**src/design/crout_pkg.sv**
```systemverilog
// ----------------------------------------------------------------------------
// crout_pkg: shared constants and helpers for the Crout LU block
// Data width, default parameter values, reset order and saturation helper.
// ----------------------------------------------------------------------------
package crout_pkg;

    localparam int DATA_W            = 32;
    localparam int ORDER_W           = 4;
    localparam int IDX_W             = 3;
    localparam int MAX_ORDER_DEFAULT = 8;
    localparam int FRAC_BITS_DEFAULT = 16;
    localparam logic [ORDER_W-1:0] ORDER_RESET = 4'd8;

    typedef logic signed [DATA_W-1:0] word_t;
    typedef logic signed [63:0]       acc_t;

    // clamp a 64-bit accumulator to the signed 32-bit range
    function automatic word_t sat32(input acc_t x);
        word_t r;
        if (x > 64'sh0000_0000_7FFF_FFFF) begin
            r = 32'sh7FFF_FFFF;
        end else if (x < -64'sh0000_0000_8000_0000) begin
            r = 32'sh8000_0000;
        end else begin
            r = x[DATA_W-1:0];
        end
        return r;
    endfunction

endpackage

```
**src/design/crout_store.sv**
```systemverilog
// ----------------------------------------------------------------------------
// crout_store: matrix memory
// One write port and one read port, read data registered.
// ----------------------------------------------------------------------------
module crout_store #(
    parameter int DEPTH = 64,
    parameter int AW    = 6
) (
    input  logic                      aclk,
    input  logic                      we,
    input  logic [AW-1:0]             waddr,
    input  crout_pkg::word_t          wdata,
    input  logic [AW-1:0]             raddr,
    output crout_pkg::word_t          rdata
);
    import crout_pkg::*;

    word_t mem [DEPTH];

    // write port
    always_ff @(posedge aclk) begin
        if (we) begin
            mem[waddr] <= wdata;
        end
    end

    // registered read port
    always_ff @(posedge aclk) begin
        rdata <= mem[raddr];
    end

endmodule

```
**config.mk**
```make
export PLATFORM = sky130hd
export DESIGN_NAME = crout_store
export DESIGN_NICKNAME = d
export VERILOG_FILES = /design/src/design/crout_pkg.sv /design/src/design/crout_store.sv
export SDC_FILE = /design/constraint.sdc
export NUM_CORES = 2
export LEC_CHECK = 0
export BUFFER_PORTS_ARGS = -buffer_cell sky130_fd_sc_hd__buf_2
export CELL_PAD_IN_SITES_DETAIL_PLACEMENT = 0
export CELL_PAD_IN_SITES_GLOBAL_PLACEMENT = 1
export CORE_UTILIZATION = 25
export CTS_CLUSTER_SIZE = 24
export DETAILED_ROUTE_END_ITERATION = 8
export GPL_TIMING_DRIVEN = 0
export PLACE_DENSITY_LB_ADDON = 0.15
export SLEW_MARGIN = 30
export SYNTH_ARGS = -nofsm -noshare
export SYNTH_HDL_FRONTEND = slang
export SYNTH_SLANG_ARGS = --single-unit
```
**constraint.sdc**
```tcl
create_clock -name aclk -period 5.4 [get_ports aclk]
set_clock_uncertainty 0.1 [all_clocks]
set_input_delay 1.08 -clock aclk [delete_from_list [all_inputs] [get_ports aclk]]
set_output_delay 1.08 -clock aclk [all_outputs]
set_load 0.1 [all_outputs]
```
==> metrics <==
status=completed; iteration count of the initial detailed-routing pass=7; GPL Wtd Cong=0.759; register area=62100 µm²; routed via count=38900; slack of the worst reg-to-reg path=2.50 ns; crit path kind=in2reg; clk sinks=2080; Max H-tree Level=4; Leak Pwr=30.2 nW; Clock transition at path regs=~0.06 ns; initial antenna violation count=25; DP HPWL=205 mm; largest net degree at the start of global routing=65; Post-Syn Nets=3370; Netlist cell types=34; Worst Hold Margin=0.489 ns; fmax=200 MHz; cts repair resizes=0; Yosys reg bits=between 2000 and 2500; nature of the critical path endpoint=flop; share of layout cells above drive strength 1=33.9%; GR Overflow Total=0; Finished Layout Cells=~8000; fin area=roughly 97000 µm²; worst slew pin tran=1.09 ns; Hold Vio Cnt, Final=0; Crit Reg-Reg Endpoint=rdata[21]; hold crit path type=in2reg; DRC viols=0; cell count after placement=7758; Max-Cap Viols=0; Hold Path Depth=1; sequential area share after synthesis=79.1%; WL/cell=35.9 µm; Synth area leaders=edfxtp_1 78%, mux4_2 16%, mux2i_1 1.2%, dfxtp_1 0.82%, o22ai_1 0.67%; RSZ-0062 raised after global routing=no; total CTS buffers=237; Peak VDD IR=290 µV; Worst EP arrival=5.58 ns; crit start category=primary input; Die X-Extent=between 500 and 600 µm; R2R depth=4; max-slew violations=0; Final #Nets=3904; Port Buffers=69; Syn. warnings=0; share of Yosys cell area claimed by the top area cell type=about 78%; Mapped Avg Cell Area=~24 µm²; multi-input logic area=16000 µm²; Top-Level Pins=78; Netlist Area Pre-Place=roughly 80000 µm²; core area=312000 µm²; critical path peak fanout=10; reg-to-reg startpoint=mem[3][21]; latest clock arrival within the worst-skew pair=0.93 ns; hold path endpoint=mem[33][2]; Final Cycle Share=92.7%; Die Y=562 µm; Mapped Cells=between 3000 and 4000; clk buf depth=4; Fillers=29700; vias per cell=4.75; Area Overhead vs Synth=23.9%; Hold Path Origin=wdata[2]; Initial Util=25.2%; Post-DP Area=90100 µm²; vias in the first global route=39300; CTS tree=yes; Post-CTS Repair Setup Buffers=0; final wirelength=294 mm; post-route ant nets=0; CP Data Required Time=5.97 ns; cts hold-fix bufs=0; Setup Viol. Count Final=0; Starting DRT DRC Count=between 4000 and 5000; # rows=about 200; slew margin rel.=27.5%; total track usage=18.5%; CTS root buffer=clkbuf_16; die area=316000 µm²; Final Util=31.2%; PwrDens=366 nW/µm²; Synth area leader=edfxtp_1; crit path time final=5.00 ns; first-pass GRT wire length=385 mm
==> per-layer routing <==
metal	track usage (%)	vias to the layer above	part of all wire [%]
met3	3.71	356	6.0
met2	30.1	1312	48
met5	0	-	0.018
met1	24.9	21800	43
li1	-	15400	-
met4	5.30	10	3.0
==> registers in the layout (all words and copies together), names as in the netlist <==
signal / count
rdata: 32
mem: 2048
==> how the worst max path moves through the flow <==
stage                         from     endpoint  slack, ns  depth (start not counted)
after floorplan           waddr[3]   mem[48][0]       1.06                          4
after global placement    waddr[4]  mem[49][14]      -3.65                          3
after detailed placement  raddr[1]    rdata[15]      -0.45                          9
after CTS                 raddr[1]    rdata[15]       0.48                          9
after global routing      raddr[1]    rdata[15]       0.50                          9
final                     raddr[1]    rdata[15]       0.40                          9
==> through the flow <==
step	TNS, ns	worst slack (ns)	total power, mW
after floorplan	0	1.06	19.4
after global placement	-3099.47	-3.65	20.6
after detailed placement	-2.19	-0.445	20.7
after CTS	0	0.483	36.0
after global routing	0	0.501	36.6
final	0	0.395	35.6
==> where the power goes <==
part / total [mW] / switching (mW) / internal, mW / leakage (nW)
clock network: 15.3 / 6.60 / 8.71 / 3.54
logic: 2.38 / 1.70 / 0.687 / 7.93
registers: 17.9 / 0.0297 / 17.9 / 18.7
total: 35.6 / 8.32 / 27.3 / 30.2
==> Yosys cell counts <==
cell,instances
edfxtp_1,2048
mux4_2,544
nor2_1,137
mux2i_1,93
o22ai_1,84
clkbuf_1,74
a21oi_1,62
buf_2,57
dfxtp_1,32
o221ai_1,27
nand2_1,26
buf_4,25
buf_1,21
nor2b_1,15
a22oi_1,12
a311oi_1,8
nand2b_1,8
nor3_1,7
buf_6,5
nand3_1,5
nand3b_1,5
a41o_1,4
and3_1,4
o32ai_1,4
or3_1,3
or3b_2,3
and2_1,2
nand4_1,2
or3b_1,2
a31oi_1,1
nand4b_1,1
or2_0,1
or2_1,1
or2_2,1
==> critical path, stage by stage <==
cell and delay, ns:
buf_2 0.46, buf_2 0.50, buf_2 0.38, buf_2 0.51, nand3b_1 0.66, o221ai_1 0.53
a21oi_1 0.23, a21oi_1 0.91, nor2_1 0.22
==> final cells by class <==
cell class                 instances  share of cell area, %
antenna                            8                 0.0206
buffer                           182                  0.981
clock buffer                     307                   6.46
clock inverter                   114                  0.927
multi-input combinational       1062                   16.4
sequential                      2080                   63.9
tap                             4140                   5.32
timing repair buffer             295                   5.99
==> cell families (layout without fill, tap and decap cells) <==
group / Yosys count / count (layout) / synth area share (%)
buffers and inverters: 182 / 898 / 1.13
and+or+nand+nor: 223 / 223 / 1.27
other: 0 / 8 / 0
AOI/OAI and AO/OA: 202 / 202 / 1.67
DFF: 2080 / 2080 / 79.1
muxes: 637 / 637 / 16.8
==> cells in the final DEF, fill, tap and decap left out, types with 8 or more instances in the layout <==
master / instances
a21oi_1: 56
a22oi_1: 12
a311oi_1: 8
buf_12: 43
buf_16: 153
buf_2: 108
buf_4: 72
buf_8: 13
bufinv_16: 12
clkbuf_1: 94
clkbuf_16: 237
clkbuf_2: 41
clkbuf_8: 9
clkinv_1: 49
clkinv_2: 43
dfxtp_1: 32
diode_2: 8
edfxtp_1: 2048
mux2i_1: 93
mux4_2: 544
nand2_1: 25
nand2b_1: 8
nor2_1: 75
nor2_4: 62
nor2b_1: 15
o221ai_1: 27
o22ai_1: 82
No activity file was read; power rests on OpenSTA's default activity.
