<file path="config.mk">
export PLATFORM = sky130hd
export DESIGN_NAME = crout_div
export DESIGN_NICKNAME = d
export VERILOG_FILES = /design/src/design/crout_pkg.sv /design/src/design/crout_div.sv
export SDC_FILE = /design/constraint.sdc
export NUM_CORES = 1
export LEC_CHECK = 0
export BUFFER_PORTS_ARGS = -buffer_cell sky130_fd_sc_hd__buf_2
export CORE_MARGIN = 2
export CORE_UTILIZATION = 35
export CTS_BUF_LIST = sky130_fd_sc_hd__clkbuf_2
export DETAILED_ROUTE_END_ITERATION = 16
export HOLD_SLACK_MARGIN = 0.06
export PLACE_DENSITY_LB_ADDON = 0.15
export REMOVE_ABC_BUFFERS = 1
export SKIP_CTS_REPAIR_TIMING = 1
export SLEW_MARGIN = 5
export SYNTH_ARGS = -nofsm -noshare
export SYNTH_HDL_FRONTEND = slang
export SYNTH_SLANG_ARGS = --single-unit
</file>
<file path="constraint.sdc">
create_clock -name aclk -period 10.5 [get_ports aclk]
set_input_delay 1.575 -clock aclk [delete_from_list [all_inputs] [get_ports aclk]]
set_output_delay 1.575 -clock aclk [all_outputs]
set_load 0.005 [all_outputs]
</file>
<file path="src/design/crout_pkg.sv">
// ----------------------------------------------------------------------------
// crout_pkg: shared constants and helpers for the Crout LU block
// Data width, default parameter values, reset order and saturation helper.
// ----------------------------------------------------------------------------
package crout_pkg;

    localparam int DATA_W            = 32;
    localparam int ORDER_W           = 4;
    localparam int IDX_W             = 3;
    localparam int MAX_ORDER_DEFAULT = 8;
    localparam int FRAC_BITS_DEFAULT = 16;
    localparam logic [ORDER_W-1:0] ORDER_RESET = 4'd8;

    typedef logic signed [DATA_W-1:0] word_t;
    typedef logic signed [63:0]       acc_t;

    // clamp a 64-bit accumulator to the signed 32-bit range
    function automatic word_t sat32(input acc_t x);
        word_t r;
        if (x > 64'sh0000_0000_7FFF_FFFF) begin
            r = 32'sh7FFF_FFFF;
        end else if (x < -64'sh0000_0000_8000_0000) begin
            r = 32'sh8000_0000;
        end else begin
            r = x[DATA_W-1:0];
        end
        return r;
    endfunction

endpackage

</file>
<file path="src/design/crout_div.sv">
// ----------------------------------------------------------------------------
// crout_div: fixed-point divider
// (num * 2^FRAC_BITS) / den, truncated toward zero, saturated to 32 bits.
// Restoring division, one quotient bit per cycle.
// ----------------------------------------------------------------------------
module crout_div #(
    parameter int FRAC_BITS = 16
) (
    input  logic             aclk,
    input  logic             aresetn,
    input  logic             start,
    input  crout_pkg::word_t num,
    input  crout_pkg::word_t den,
    output logic             done,
    output crout_pkg::word_t quot
);
    import crout_pkg::*;

    localparam int NW = DATA_W + FRAC_BITS;
    localparam int CW = $clog2(NW + 1);

    logic [DATA_W:0]   rem_reg;
    logic [NW-1:0]     quo_reg;
    logic [CW-1:0]     cnt_reg;
    logic              busy_reg;
    logic              fin_reg;
    logic              neg_reg;
    logic              done_reg;
    word_t             quot_reg;

    logic [DATA_W-1:0] num_mag;
    logic [DATA_W-1:0] den_mag;
    logic [DATA_W-1:0] dmag_reg;
    logic [DATA_W:0]   shifted;
    logic [DATA_W:0]   trial;

    assign num_mag = num[DATA_W-1] ? (~num + 1'b1) : num;
    assign den_mag = den[DATA_W-1] ? (~den + 1'b1) : den;

    // one restoring step
    assign shifted = {rem_reg[DATA_W-1:0], quo_reg[NW-1]};
    assign trial   = shifted - {1'b0, dmag_reg};

    always_ff @(posedge aclk) begin
        if (!aresetn) begin
            busy_reg <= 1'b0;
            fin_reg  <= 1'b0;
            done_reg <= 1'b0;
        end else begin
            done_reg <= 1'b0;
            fin_reg  <= 1'b0;
            if (start) begin
                neg_reg <= num[DATA_W-1] ^ den[DATA_W-1];
                if (den == '0) begin
                    // zero pivot: saturate by numerator sign
                    if (num == '0) begin
                        quot_reg <= '0;
                    end else if (num[DATA_W-1]) begin
                        quot_reg <= 32'sh8000_0000;
                    end else begin
                        quot_reg <= 32'sh7FFF_FFFF;
                    end
                    done_reg <= 1'b1;
                end else begin
                    rem_reg  <= '0;
                    quo_reg  <= {num_mag, {FRAC_BITS{1'b0}}};
                    dmag_reg <= den_mag;
                    cnt_reg  <= CW'(NW);
                    busy_reg <= 1'b1;
                end
            end else if (busy_reg) begin
                if (!trial[DATA_W]) begin
                    rem_reg <= trial;
                    quo_reg <= {quo_reg[NW-2:0], 1'b1};
                end else begin
                    rem_reg <= shifted;
                    quo_reg <= {quo_reg[NW-2:0], 1'b0};
                end
                cnt_reg <= cnt_reg - 1'b1;
                if (cnt_reg == CW'(1)) begin
                    busy_reg <= 1'b0;
                    fin_reg  <= 1'b1;
                end
            end else if (fin_reg) begin
                // apply sign and saturate
                if (neg_reg) begin
                    if (quo_reg > NW'(64'h8000_0000)) begin
                        quot_reg <= 32'sh8000_0000;
                    end else begin
                        quot_reg <= ~quo_reg[DATA_W-1:0] + 1'b1;
                    end
                end else begin
                    if (quo_reg > NW'(64'h7FFF_FFFF)) begin
                        quot_reg <= 32'sh7FFF_FFFF;
                    end else begin
                        quot_reg <= quo_reg[DATA_W-1:0];
                    end
                end
                done_reg <= 1'b1;
            end
        end
    end

    assign done = done_reg;
    assign quot = quot_reg;

endmodule
</file>
==> results of run 1 <==
worst max-delay path by stage:
| stage | cells past startpoint | startpoint | slack (ns) | to |
|---|---|---|---|---|
| after floorplan | 9 | den[0] | 3.38 | cnt_reg[0] |
| after global placement | 9 | den[13] | 5.36 | quo_reg[43] |
| after detailed placement | 8 | den[7] | 5.31 | quo_reg[43] |
| after CTS | 8 | den[7] | 6.13 | cnt_reg[3] |
| after global routing | 10 | quo_reg[1] | 5.86 | quot[23] |
| final | 8 | den[7] | 6.13 | cnt_reg[3] |
per-layer routing:
metal / part of all wire, % / wire, um
met1: 48 / 11600
met5: 0.033 / 8
met3: 4.2 / 1010
met4: 1.1 / 268
met2: 46 / 11200
final cells by class:
class / instances / area share [%]
sequential: 154 / 41.7
clock inverter: 15 / 1.35
tap: 378 / 4.29
antenna: 1 / 0.0227
inverter: 57 / 1.94
multi-input combinational: 778 / 45.0
clock buffer: 17 / 0.771
timing repair buffer: 106 / 4.99
cells in the mapped netlist (21+ instances only):
library cell,n
edfxtp_1,151
nand2_1,112
a21oi_1,105
nor2_1,80
o21ai_0,62
inv_1,55
xnor2_1,48
ha_1,37
xor2_1,37
clkbuf_1,29
nor3_1,25
nor2b_1,23
or3_1,23
o31ai_1,21
power breakdown:
group | internal (W) | switching (W) | leakage, nW | total, W
sequential | 0.000737 | 0.0000346 | 1.45 | 0.000772
clock | 0.000109 | 0.000231 | 0.138 | 0.000340
combinational | 0.000166 | 0.000248 | 2.50 | 0.000414
cell families (layout without fill, tap and decap cells):
logic type / Yosys count / in the layout / share of synthesized area (%)
AND/OR/NAND/NOR: 359 / 359 / 18.1
AO/OA/AOI/OAI: 293 / 293 / 18.8
flip-flops: 154 / 154 / 46.4
buffers and inverters: 98 / 195 / 4.00
XOR/XNOR: 85 / 85 / 7.51
adder cells (fa/ha/maj): 38 / 38 / 4.87
multiplexers: 3 / 3 / 0.316
other: 0 / 1 / 0
worst max-delay path: stages:
cell and delay, ns:
buf_2 0.12, nor4_1 0.53, nand2_1 0.32, or3_1 0.45
or4_4 0.48, nor3b_2 0.48, a21oi_4 0.26, buf_4 0.49
metrics by stage:
step | setup WS, ns | util, %
floorplan | 3.38 | -
global placement | 5.36 | 38.7
detailed placement | 5.31 | 38.7
CTS | 6.13 | 39.6
global route | 5.86 | 39.6
finish | 6.13 | 39.6
==> run summary, run 1 <==
Yosys Warn Count -> 0
Initial Utilization -> 35.6%
Nets -> 1219
Htree depth -> 4
Commonest cells after routing, fill and taps aside -> edfxtp_1 (151), nand2_1 (112), a21oi_1 (104)
Overall power -> 0.00153 W
F_max -> 0.229 GHz
Cells after synthesis -> 1030
Yosys top cell by area -> edfxtp_1
Static Leak -> 4.09 nW
Worst reg2reg setup slack -> 6.26 ns
Busiest grt layer -> met2
Layout Skew -> 0.0401 ns
Max Slew Vio Count -> 0
Max cap viols -> 0
DP Area -> 10800 um^2
Clock Sinks -> 154
Max FFs per register -> 48
Port-buffer cells -> 99
Drt pass-1 iters -> 5
Total global routing overflow -> 0
Met2 Use GR -> 27.0%
Slew headroom -> 35.0%
EDFF count, synth -> 151
Final Hold Viols -> 0
DR vias/cell -> 5.28
Final setup viols -> 0
Hold WC Path Type -> flip-flop to flip-flop
Mapped Area -> 9910 um^2
WHS Path Cells -> 2
P&R area growth vs syn -> 11.3%
Number of routed nets with antenna violations -> 0
Pwr dens -> 138 nW/um^2
Root Driver -> clkbuf_2
Wirelength per Cell -> 16.0 um
TNS Setup -> 0 ns
Core ar. -> 27900 um^2
Fraction of registers with async set or reset after synthesis -> 0%
Period utilisation layout -> 41.7%
RSZ-0062 raised after global routing -> false
Post-layout minimum cycle time -> 4.37 ns
WL final -> 24100 um
Top-area cell type share of the netlist area -> 45.8%
Worst R2R End -> quot[6]
First-pass GRT wire length -> 39600 um
Die height -> 172 um
Total number of vias -> 7958
Initial DRC count -> 533
CTS tree -> done
M1 GR Usage -> 23.8%
Crit path max fanout -> 70
Leading register cell type out of synthesis -> edfxtp_1
Io pins -> 100
Crit path launch type -> primary input
DP Cell Count -> 1473
Peak VDD IR -> 49.3 uV
Area of the multi-input gates -> 4960 um^2
DP Wirelength -> 17100 um
Sequential Area -> 4590 um^2
Status -> finished clean
Worst slew pin tran -> 0.975 ns
Worst reg2reg path depth -> 10
Grt met3 use -> 2.72%
Fillers -> 2864
CP Data Arrival Time -> 4.74 ns
Die area -> 29700 um^2
Hold path start -> busy_reg
Fin area -> 11000 um^2
Number of global-route vias before repair -> 7586
CP endpoint kind -> flip-flop
Syn Area/Cell -> 9.62 um^2
Clk_lat worst skew -> 0.73 ns
Initial antenna violation count -> 2
Share of layout cells above drive strength 1 -> 15.1%
DRC Markers -> 0
Path type of the worst setup path -> primary input to flip-flop
Commonest non-fill, non-tap cell in the layout -> edfxtp_1
Largest cells by area after synthesis -> edfxtp_1 (46%), a21oi_1 (5.3%), ha_1 (4.7%)
Post-route insts no fill -> 1506
FP Rows -> 61
GP Congestion -> 0.831
Largest net degree at the start of global routing -> 79
GRT Util Overall -> 16.9%
Reg-to-reg startpoint -> quo_reg[1]
Clock Tree Buf Depth -> 2
Seq/Total Area, Yosys -> 46.4%
#FFs+latches synth -> 154
WP data required -> 10.87 ns
WHS -> 0.502 ns
Worst-path clk slew -> 0.20 ns
Die width -> 172 um
Yosys cell types -> 71
Hold Crit Endpoint -> busy_reg
Inserted Clock Buffers -> 17
Note: power is estimated with default switching activity, not from simulation.
==> run 2: changes to the inputs <==
==> constraint.sdc (replaced) <==
create_clock -name aclk -period 4.43 [get_ports aclk]
set_input_delay 0.6645 -clock aclk [delete_from_list [all_inputs] [get_ports aclk]]
set_output_delay 0.6645 -clock aclk [all_outputs]
set_load 0.005 [all_outputs]
==> run summary, run 2 (synthesized netlist as in run 1, its figures left out) <==
Status -> finished clean
Final Hold Viols -> 0
P&R area growth vs syn -> 12.9%
GP Congestion -> 0.857
First-pass GRT wire length -> 39300 um
Area of the multi-input gates -> 4950 um^2
Peak VDD IR -> 159 uV
DRC Markers -> 0
Utilization after layout -> 40.1%
Nets -> 1232
GRT Util Overall -> 16.8%
Max cap viols -> 0
Drt pass-1 iters -> 4
Commonest non-fill, non-tap cell in the layout -> edfxtp_1
Largest net degree at the start of global routing -> 63
Layout Skew -> 0.0374 ns
Fillers -> 2784
TNS Setup -> 0 ns
DR vias/cell -> 5.23
Core ar. -> 27900 um^2
Final setup viols -> 0
Worst reg2reg setup slack -> 0.67 ns
Fin area -> 11200 um^2
Period utilisation layout -> 84.9%
Pwr dens -> 332 nW/um^2
Initial Utilization -> 35.6%
Crit path max fanout -> 27
Die area -> 29700 um^2
Path type of the worst setup path -> flip-flop to flip-flop
Share of layout cells above drive strength 1 -> 16.2%
Wirelength per Cell -> 15.7 um
Clock Tree Buf Depth -> 2
Hold Crit Endpoint -> dmag_reg[13]
Commonest cells after routing, fill and taps aside -> edfxtp_1 (151), nand2_1 (112), a21oi_1 (104)
CTS tree -> done
Htree depth -> 4
Root Driver -> clkbuf_2
CP Data Arrival Time -> 4.33 ns
Max Slew Vio Count -> 0
Slew headroom -> 34.4%
RSZ-0062 raised after global routing -> false
Clk_lat worst skew -> 0.74 ns
DP Area -> 10900 um^2
DP Wirelength -> 17200 um
Die width -> 172 um
WP data required -> 5.00 ns
Worst R2R End -> quot[6]
WL final -> 23900 um
Worst reg2reg path depth -> 9
Worst slew pin tran -> 0.984 ns
FP Rows -> 61
Max FFs per register -> 48
Initial DRC count -> 613
Initial antenna violation count -> 2
Worst-path clk slew -> 0.26 ns
Clock Sinks -> 154
Number of global-route vias before repair -> 7700
Crit path launch type -> flip-flop
Total global routing overflow -> 0
DP Cell Count -> 1485
F_max -> 0.266 GHz
Inserted Clock Buffers -> 17
Total number of vias -> 7953
Post-route insts no fill -> 1520
Number of routed nets with antenna violations -> 0
Io pins -> 100
Sequential Area -> 4590 um^2
WHS Path Cells -> 2
Static Leak -> 4.18 nW
Hold WC Path Type -> primary input to flip-flop
Die height -> 172 um
Port-buffer cells -> 99
CP endpoint kind -> flip-flop
Hold path start -> den[13]
Post-layout minimum cycle time -> 3.76 ns
Reg-to-reg startpoint -> quo_reg[19]
==> run 2: changes by cell type in the layout (fill, tap and decap cells not counted), moves of 2 or more <==
cell and delta:
clkinv_1 -3, buf_12 +2, buf_4 +10, inv_6 +2
==> run 2: final cells by class <==
class | instances | share of cell area, %
Multi-Input combinational cell | 778 | 44.2
Inverter | 57 | 1.91
Sequential cell | 154 | 41.1
Tap cell | 378 | 4.23
Clock inverter | 14 | 1.63
Antenna cell | 2 | 0.0448
Clock buffer | 18 | 0.806
Timing Repair Buffer | 119 | 6.04
==> run 2: worst max path at each step <==
stage | from | end | slack [ns] | cells after the start
after global placement | den[7] | quo_reg[38] | 0.58 | 9
after detailed placement | den[11] | quo_reg[38] | 0.54 | 10
after floorplan | den[0] | cnt_reg[0] | -1.78 | 9
final | quo_reg[19] | quot[6] | 0.67 | 9
after global routing | quo_reg[20] | quot[23] | 0.30 | 9
after CTS | quo_reg[19] | quot[29] | 0.66 | 7
==> run 2: per-layer routing <==
metal	routed length, um	GRT usage, %
met3	725	2.82
met4	275	4.09
met5	11	0
met2	11200	27.7
met1	11700	23.0
==> run 2: worst max-delay path, stage by stage, from the launching register on <==
cell and delay, ns:
edfxtp_1 0.53, or4_1 0.57, nor4_1 0.39, nand4_1 0.15, buf_4 0.18, o31a_1 0.41, or3_1 0.76, o41ai_1 0.42
nand2_1 0.09, o311ai_1 0.09
==> run 2: power by group <==
group	total [W]	leakage (nW)	switching, W	internal [W]
registers	0.00182	1.45	0.0000755	0.00175
logic	0.00100	2.57	0.000592	0.000411
clock network	0.000887	0.158	0.000556	0.000331
==> run 2: through the flow <==
step	hold slack [ns]	setup slack, ns	total power [W]
after floorplan	0.454	-1.78	0.00254
after global placement	0.486	0.584	0.00286
after detailed placement	0.485	0.545	0.00286
after CTS	0.0619	0.660	0.00375
after global routing	0.101	0.303	0.00397
final	0.203	0.669	0.00371
